[src/mrc_pkg.sv]
// mrc_pkg: shared types and constants of the mixed-radix counter.
// Used by mrc_cell and mixed_radix_counter; no dependencies.
`timescale 1ns / 1ps

package mrc_pkg;

    localparam int VAL_W       = 64;
    localparam int POS_W       = 4;
    localparam int OP_W        = 2;
    localparam int CNT_W       = 7;
    localparam int CFG_ADDR_W  = 2;
    localparam int IN_TDATA_W  = 72;
    localparam int OUT_TDATA_W = 200;
    localparam int LOAD_BITS   = 64;

    localparam logic [OP_W-1:0] OP_LOAD = 2'd0;
    localparam logic [OP_W-1:0] OP_INC  = 2'd1;
    localparam logic [OP_W-1:0] OP_COMP = 2'd2;

    localparam logic [CFG_ADDR_W-1:0] REG_DIGIT_BASES = 2'd0;
    localparam logic [CFG_ADDR_W-1:0] REG_DIGITS_USED = 2'd1;

    localparam logic [VAL_W-1:0] BASES_RESET = 64'h0202_0202_0202_0202;
    localparam logic [POS_W-1:0] USED_RESET  = 4'd8;

    // broadcast from the sequencer to every cell
    typedef struct packed {
        logic             settle;     // weight chain runs
        logic             clear_all;  // config write
        logic             load_init;  // clear remainders before a load
        logic             tok_start;  // inject carry at pos
        logic             comp_clr;   // clear digits below pos
        logic [POS_W-1:0] pos;
        logic [POS_W-1:0] used;
    } cell_cmd_t;

    typedef struct packed {
        logic absorb;
        logic pass;
    } cell_stat_t;

endpackage

[src/mrc_cell.sv]
// mrc_cell: one digit of the counter: digit, place weight, carry token,
// bit-serial divider stage and a partial-sum stage. Depends on mrc_pkg.
`timescale 1ns / 1ps

module mrc_cell #(
    parameter int IDX        = 0,
    parameter int DIGIT_BITS = 8
) (
    input  logic                   clk,
    input  logic                   rst_n,
    input  mrc_pkg::cell_cmd_t     cmd,
    input  logic [DIGIT_BITS-1:0]  base,
    input  logic [63:0]            w_in,
    output logic [63:0]            w_out,
    output logic [63:0]            w_q,
    input  logic                   tok_in,
    output mrc_pkg::cell_stat_t    stat,
    input  logic                   bit_in,
    input  logic                   bit_vld_in,
    output logic                   bit_out,
    output logic                   bit_vld_out,
    input  logic [63:0]            acc_in,
    output logic [63:0]            acc_out,
    output logic [DIGIT_BITS-1:0]  digit
);
    import mrc_pkg::*;

    localparam logic [POS_W-1:0] ID = POS_W'(IDX);

    logic [DIGIT_BITS-1:0]       digit_reg, digit_next;
    logic                        tok_reg, tok_next;
    logic                        bq_reg, bv_reg;
    logic [VAL_W-1:0]            w_reg, prod_reg, acc_reg;
    logic                        active, below;
    logic [DIGIT_BITS:0]         trial, rem, inc_v, base_x;
    logic                        ge, fits;
    logic [DIGIT_BITS-1:0]       m_op;
    logic [VAL_W+DIGIT_BITS-1:0] full;

    assign active = ID < cmd.used;
    assign below  = ID < cmd.pos;
    assign base_x = {1'b0, base};

    // restoring division, one dividend bit per cycle
    assign trial = {digit_reg, bit_in};
    assign ge    = trial >= base_x;
    assign rem   = ge ? trial - base_x : trial;

    assign inc_v = {1'b0, digit_reg} + {{DIGIT_BITS{1'b0}}, 1'b1};
    assign fits  = inc_v < base_x;

    assign stat.absorb = tok_reg && fits;
    assign stat.pass   = tok_reg && !fits;

    assign m_op = cmd.settle ? base : digit_reg;
    assign full = w_reg * m_op;

    always_comb
    begin
        digit_next = digit_reg;
        if (cmd.clear_all)
        begin
            digit_next = '0;
        end
        else if (cmd.load_init && active)
        begin
            digit_next = '0;
        end
        else if (bit_vld_in && active)
        begin
            digit_next = rem[DIGIT_BITS-1:0];
        end
        else if (cmd.comp_clr && below)
        begin
            digit_next = '0;
        end
        else if (tok_reg)
        begin
            digit_next = fits ? inc_v[DIGIT_BITS-1:0] : '0;
        end

        if (cmd.tok_start)
        begin
            tok_next = (ID == cmd.pos) && active;
        end
        else
        begin
            tok_next = tok_in && active;
        end
    end

    always_ff @(posedge clk or negedge rst_n)
    begin
        if (!rst_n)
        begin
            digit_reg <= '0;
            tok_reg   <= 1'b0;
            bv_reg    <= 1'b0;
        end
        else
        begin
            digit_reg <= digit_next;
            tok_reg   <= tok_next;
            bv_reg    <= bit_vld_in && active;
        end
    end

    always_ff @(posedge clk)
    begin
        if (cmd.settle)
        begin
            w_reg <= w_in;
        end
        prod_reg <= full[VAL_W-1:0];
        acc_reg  <= acc_in + (below ? prod_reg : '0);
        bq_reg   <= ge;
    end

    assign w_out       = prod_reg;
    assign w_q         = w_reg;
    assign bit_out     = bq_reg;
    assign bit_vld_out = bv_reg;
    assign acc_out     = acc_reg;
    assign digit       = digit_reg;

endmodule

[config.mk]
export PLATFORM = sky130hd
export DESIGN_NAME = mrc_cell
export DESIGN_NICKNAME = d
export VERILOG_FILES = /design/src/mrc_pkg.sv /design/src/mrc_cell.sv
export SDC_FILE = /design/constraint.sdc
export NUM_CORES = 1
export LEC_CHECK = 0
export BUFFER_PORTS_ARGS = -buffer_cell sky130_fd_sc_hd__buf_2
export CAP_MARGIN = 20
export CORE_MARGIN = 5
export CORE_UTILIZATION = 27
export CTS_CLUSTER_DIAMETER = 100
export DETAILED_ROUTE_END_ITERATION = 16
export PLACE_DENSITY = 0.5
export SETUP_SLACK_MARGIN = 0.4
export SYNTH_ARGS = -nofsm -noshare
export SYNTH_HDL_FRONTEND = slang
export SYNTH_SLANG_ARGS = --single-unit
[constraint.sdc]
create_clock -name clk -period 7.1 [get_ports clk]
set_input_delay 0.355 -clock clk [delete_from_list [all_inputs] [get_ports clk]]
set_output_delay 0.355 -clock clk [all_outputs]
set_load 0.005 [all_outputs]
Yosys cells after proc, flatten, opt, wreduce, memory -nomap -nowiden:

Index checks and enable logic that the tools add are counted.

* add/subtract/negate cells: 3
* multiply operators: 1
* div/mod/pow operators: 0
* order comparisons: 4
* equality and inequality tests: 0
* shift operators: 0
* multiplexer cells: 10
* bitwise gates (word level): 0
* reduce and logical (&&, ||, !) cells: 10

Operators with widths (number)
* 64-bit adder: 1
* 64-bit by 8-bit multiplier with 64-bit output: 1
* 64-bit 2-to-1 mux: 1
* 8-bit 2-to-1 mux: 8
* 8-bit by 1-bit adder with 9-bit output (second input constant): 1
* 9-bit by 8-bit greater-or-equal comparator with 1-bit output: 1
* 9-bit by 8-bit less-than comparator with 1-bit output: 1
* 1-bit by 4-bit less-than comparator with 1-bit output (first input constant): 2
* 8-bit subtractor: 1
* 1-bit logical AND: 7
* 5-bit nonzero test: 1
* 4-bit logical NOT: 1
* 1-bit logical NOT: 1
* 1-bit 2-to-1 mux: 1

* register bits: 203
* bits in latches: 0
* RAM bits: 0
* bits in read-only memories: 0
* input port bits: 154
* output and inout port bits: 204
* logic and storage cells: 35
* memories kept: 0

Depth between registers and ports, before layout:

* word-level depth: 8
* gate-level depth with buffers: 24
* mapped depth without buffers: 21

Worst setup path before layout:

No wires, ideal clock.

* path kind: input -> register
* start: in cmd[12] (netlist bit)
* end: reg prod_reg[63] (netlist: w_out[63])
* setup time: 0.120 ns
* arrival time: 5.816 ns
* required time: 6.980 ns
* setup slack: 1.164 ns
* cell stages on the path: 21
* path buffers: 2
* path through: clkbuf_1 -> mux2i_1 -> clkbuf_1 -> nor2b_1 -> fa_1 -> fa_1 -> fa_1 -> inv_1 -> fa_1 -> inv_1 -> ha_1 -> a21o_1 -> a21oi_2 -> a41oi_1 -> a21bo_1 -> o21ai_2 -> a211oi_2 -> or4b_1 -> a31oi_2 -> o21ai_1 -> xnor2_1

* word-level cells in the longest chain between the ends: 2

RTL lines
* from (decl): RTL line mrc_cell.sv:11 `input mrc_pkg::cell_cmd_t cmd,`
* 8-bit 2-to-1 mux: RTL line mrc_cell.sv:55 `assign m_op = cmd.settle ? base : digit_reg;`
* 64-bit by 8-bit multiplier with 64-bit output: RTL line mrc_cell.sv:56 `assign full = w_reg * m_op;`
* net full[63]: RTL line mrc_cell.sv:38 `logic [VAL_W+DIGIT_BITS-1:0] full;`
* to (signal assigned): RTL line mrc_cell.sv:114 `prod_reg <= full[VAL_W-1:0];`
* to (decl): RTL line mrc_cell.sv:33 `logic [VAL_W-1:0] w_reg, prod_reg, acc_reg;`

The timed path passes the listed nets, and every way through them passes these cells.
A chain may end at the register's enable or synchronous reset.

Final worst setup path:

* start: reg digit_reg[7] (netlist: digit[7])
* end: reg prod_reg[56] (netlist: w_out[56])

* word-level cells in the longest chain between the ends: 2

RTL lines
* from (decl): RTL line mrc_cell.sv:30 `logic [DIGIT_BITS-1:0] digit_reg, digit_next;`
* from (signal assigned): RTL line mrc_cell.sv:102 `digit_reg <= digit_next;`
* 8-bit 2-to-1 mux: RTL line mrc_cell.sv:55
* 64-bit by 8-bit multiplier with 64-bit output: RTL line mrc_cell.sv:56
* net full[56]: RTL line mrc_cell.sv:38

The timed path passes the listed nets, and every way through them passes these cells.

==> metrics.md <==
| Metric | Value |
|---|---|
| Die height | 312 um |
| Root buffer cell | clkbuf_16 |
| Reg power frac | 19.9% |
| Period utilization | 89.4% |
| Layout cell share with drive strength beyond 1 | 15.2% |
| Die area | 97400 um^2 |
| Register Area | 4750 um^2 |
| Dominant synthesized flop cell | dfxtp_1 |
| CP required | 7.56 ns |
| Final hold violation count | 0 |
| Fin. max-slew vios | 0 |
| CTS clock-pin slew for the worst setup and hold paths | 0.06 ns |
| Initial antenna violation count | 2 |
| Total grt overflow | 0 |
| First-pass GRT wire length | 125000 um |
| RSZ-0062 raised after global routing | no |
| Max cap viols | 0 |
| Worst setup EP type | register |
| WP data arrival | 6.81 ns |
| Largest cells by area after synthesis | fa_1 (28%), dfxtp_1 (10%), edfxtp_1 (7.8%), ha_1 (7.7%), and2_1 (7.1%) |
| CTS tree | yes |
| Layout area overhead | 19.3% |
| Initial Util | 27.3% |
| Internal power | 5.23 mW |
| Synth top area share | 28.4% |
| Vias per cell | 4.66 |
| Width of the die | 312 um |
| Combinational group share of total power | 64.6% |
| Postcts setup bufs | 0 |
| Setup-failing EPs final | 0 |
| IO Port Bufs | 357 |
| Clk network pwr share | 15.5% |
| Fin nets | 3673 |
| Hold slack | 0.0844 ns |
| Total CTS buffers | 30 |
| Post-synth EDFFs | 64 |
| Synth Instances | 2645 |
| Peak VDD IR | 184 uV |
| Number of H-tree levels | 1 |
| Ys async rst share | 4.93% |
| Vias in the first global route | 20626 |
| Final Power | 9.86 mW |
| Overall routing resource usage | 16.1% |
| Sw Pwr | 4.63 mW |
| Yosys cell types | 82 |
| Rows | 110 |
| Post-route DRC | 0 |
| Mean Syn Cell Area | 9.32 um^2 |
| Leak pwr | 13.7 nW |
| Routed WL | 79900 um |
| Via count | 19675 |
| Status | complete, no violations |
| Maximum clock rate | 157 MHz |
| ANT nets after route | 0 |
| Setup Crit Path Kind | register to register |
| I/O Pins | 358 |
| Mapped Nets | 3300 |
| Post-DP HPWL | 64200 um |
| Worst-Skew Late Latency | 0.59 ns |
| Yosys top cell by area | fa_1 |
| Core area | 90300 um^2 |
| Worst rel slew slack | 29.7% |
| Reg2reg setup slack | 0.75 ns |
| Final Skew | 0.0133 ns |
| DRT iter0 DRCs | 967 |
| Pwr/cell area | 335 nW/um^2 |
| # diodes | 0 |
| Number of fill cells | 9529 |
| Max FO, Critical Path | 21 |
| Drt first pass iters | 5 |
| Mapped cell area | 24600 um^2 |
| Switch share | 46.9% |
| Maximum root-to-sink buffer count | 3 |
| Sequential fraction of the synthesis area | 19.3% |
| Worst setup SP type | register |
| Yosys warns | 0 |
| Setup TNS | 0 ns |
| Final Critical Period | 6.35 ns |
| Area of the multi-input gates | 18400 um^2 |
| Worst Max-Slew Pin Slew | 1.05 ns |
| Sink Count | 203 |
| Worst hold path class | input port to register |
| Seq cells post-synth | 203 |
| Largest net degree at the start of global routing | 63 |
| Wire per inst | 18.9 um |
| Routability cong. | 0.841 |
==> Yosys cell counts, drive strengths merged (10+ instances only) <==
library cell and instances:
a211oi 12, a21o 67, a21oi 156, a31oi 21
and2 282, and3 26, buf 17, clkbuf 86
dfrtp 10, dfxtp 129, edfxtp 64, fa 350
ha 151, inv 305, nand2 193, nand2b 16
nand3 26, nand4 34, nor2 70, nor2b 196
nor3 21, o21a 17, o21ai 92, o21bai 30
o31ai 14, xnor2 91, xor2 47
==> cell type report <==
type | instances | share of cell area (%)
multi-input cells | 2034 | 62.5
flip-flops and latches | 203 | 16.2
repair buffers | 444 | 8.95
well taps | 1176 | 5.00
inverters | 305 | 3.89
clock buffers | 36 | 2.77
clock inverters | 20 | 0.685
==> per-stage QoR <==
stage	cell area, um^2	utilization, %	std cells	setup WS [ns]
floorplan	24600	-	2645	1.16
global placement	27700	30.7	4096	0.621
detailed placement	27700	30.7	4096	0.566
CTS	29400	32.6	4218	0.693
global route	29400	32.6	4218	0.469
finish	29400	32.6	4218	0.751
==> cells by family after synthesis <==
family          synth area share (%)
fa+ha+maj                       36.1
simple gates                    19.9
buf+inv                         6.30
compound gates                  13.0
mux                            0.482
flops                           19.3
xor+xnor                        4.90
==> power by group through the flow <==
stage / clock network (mW) / logic, mW / registers (mW)
finish: 1.53 / 6.37 / 1.96
floorplan: 0 / 4.34 / 1.90
global route: 1.64 / 7.15 / 2.01
global placement: 0 / 6.37 / 2.00
detailed placement: 0 / 6.35 / 2.00
CTS: 1.60 / 6.41 / 1.97
==> layout by cell type, fill, tap and decap left out, types with 20 or more instances in the layout <==
master	instances
nand2_1	193
buf_4	20
nor2b_1	196
and3_1	26
inv_1	305
clkbuf_16	32
dlygate4sd3_1	66
xnor2_1	91
a21oi_1	155
o21bai_1	30
nand4_1	34
xor2_1	47
ha_1	151
buf_2	356
nor3_1	21
nor2_1	70
nand3_1	26
dfxtp_1	129
a31oi_1	20
and2_1	281
edfxtp_1	64
fa_1	350
a21o_1	65
o21ai_0	81
==> worst paths after layout <==
kind / start / to / depth (start not counted)
max: digit[7] / w_out[56] / 20
min: acc_in[63] / acc_out[63] / 3
max reg2reg: digit[7] / w_out[56] / 20
min reg2reg: w_out[0] / acc_out[0] / 2
max in group asynchronous: rst_n / digit[1] / 2
min in group asynchronous: rst_n / bit_vld_out / 2
==> worst max-delay path, cell delays in order (launching register included) <==
cell	delay, ns
dfrtp_1	0.48
mux2_2	0.52
buf_4	0.32
buf_4	0.29
and2_1	0.18
fa_1	0.43
fa_1	0.42
fa_1	0.54
fa_1	0.45
ha_1	0.39
a21oi_1	0.21
nor2b_1	0.07
o21a_1	0.16
a311o_1	0.26
a21oi_1	0.12
o21ai_1	0.08
buf_4	0.17
a31oi_1	0.33
o21ai_1	0.23
a2111oi_0	0.44
nor3_1	0.09
==> routing by layer <==
metal	wire length (um)	global-route usage (%)	share of wire (%)
met5	0	0	0
met1	37900	22.9	47
met3	3850	2.36	4.8
met2	36500	26.0	46
met4	1680	3.59	2.1
==> what timing repair did <==
| action | in CTS | in global routing |
|---|---|---|
| resized for setup | 0 | 2 |
| setup endpoints to repair | 0 | 3 |
| hold buffers | 66 | 0 |
| endpoints found under the hold margin | 75 | 0 |
No activity file was read; power rests on OpenSTA's default activity.
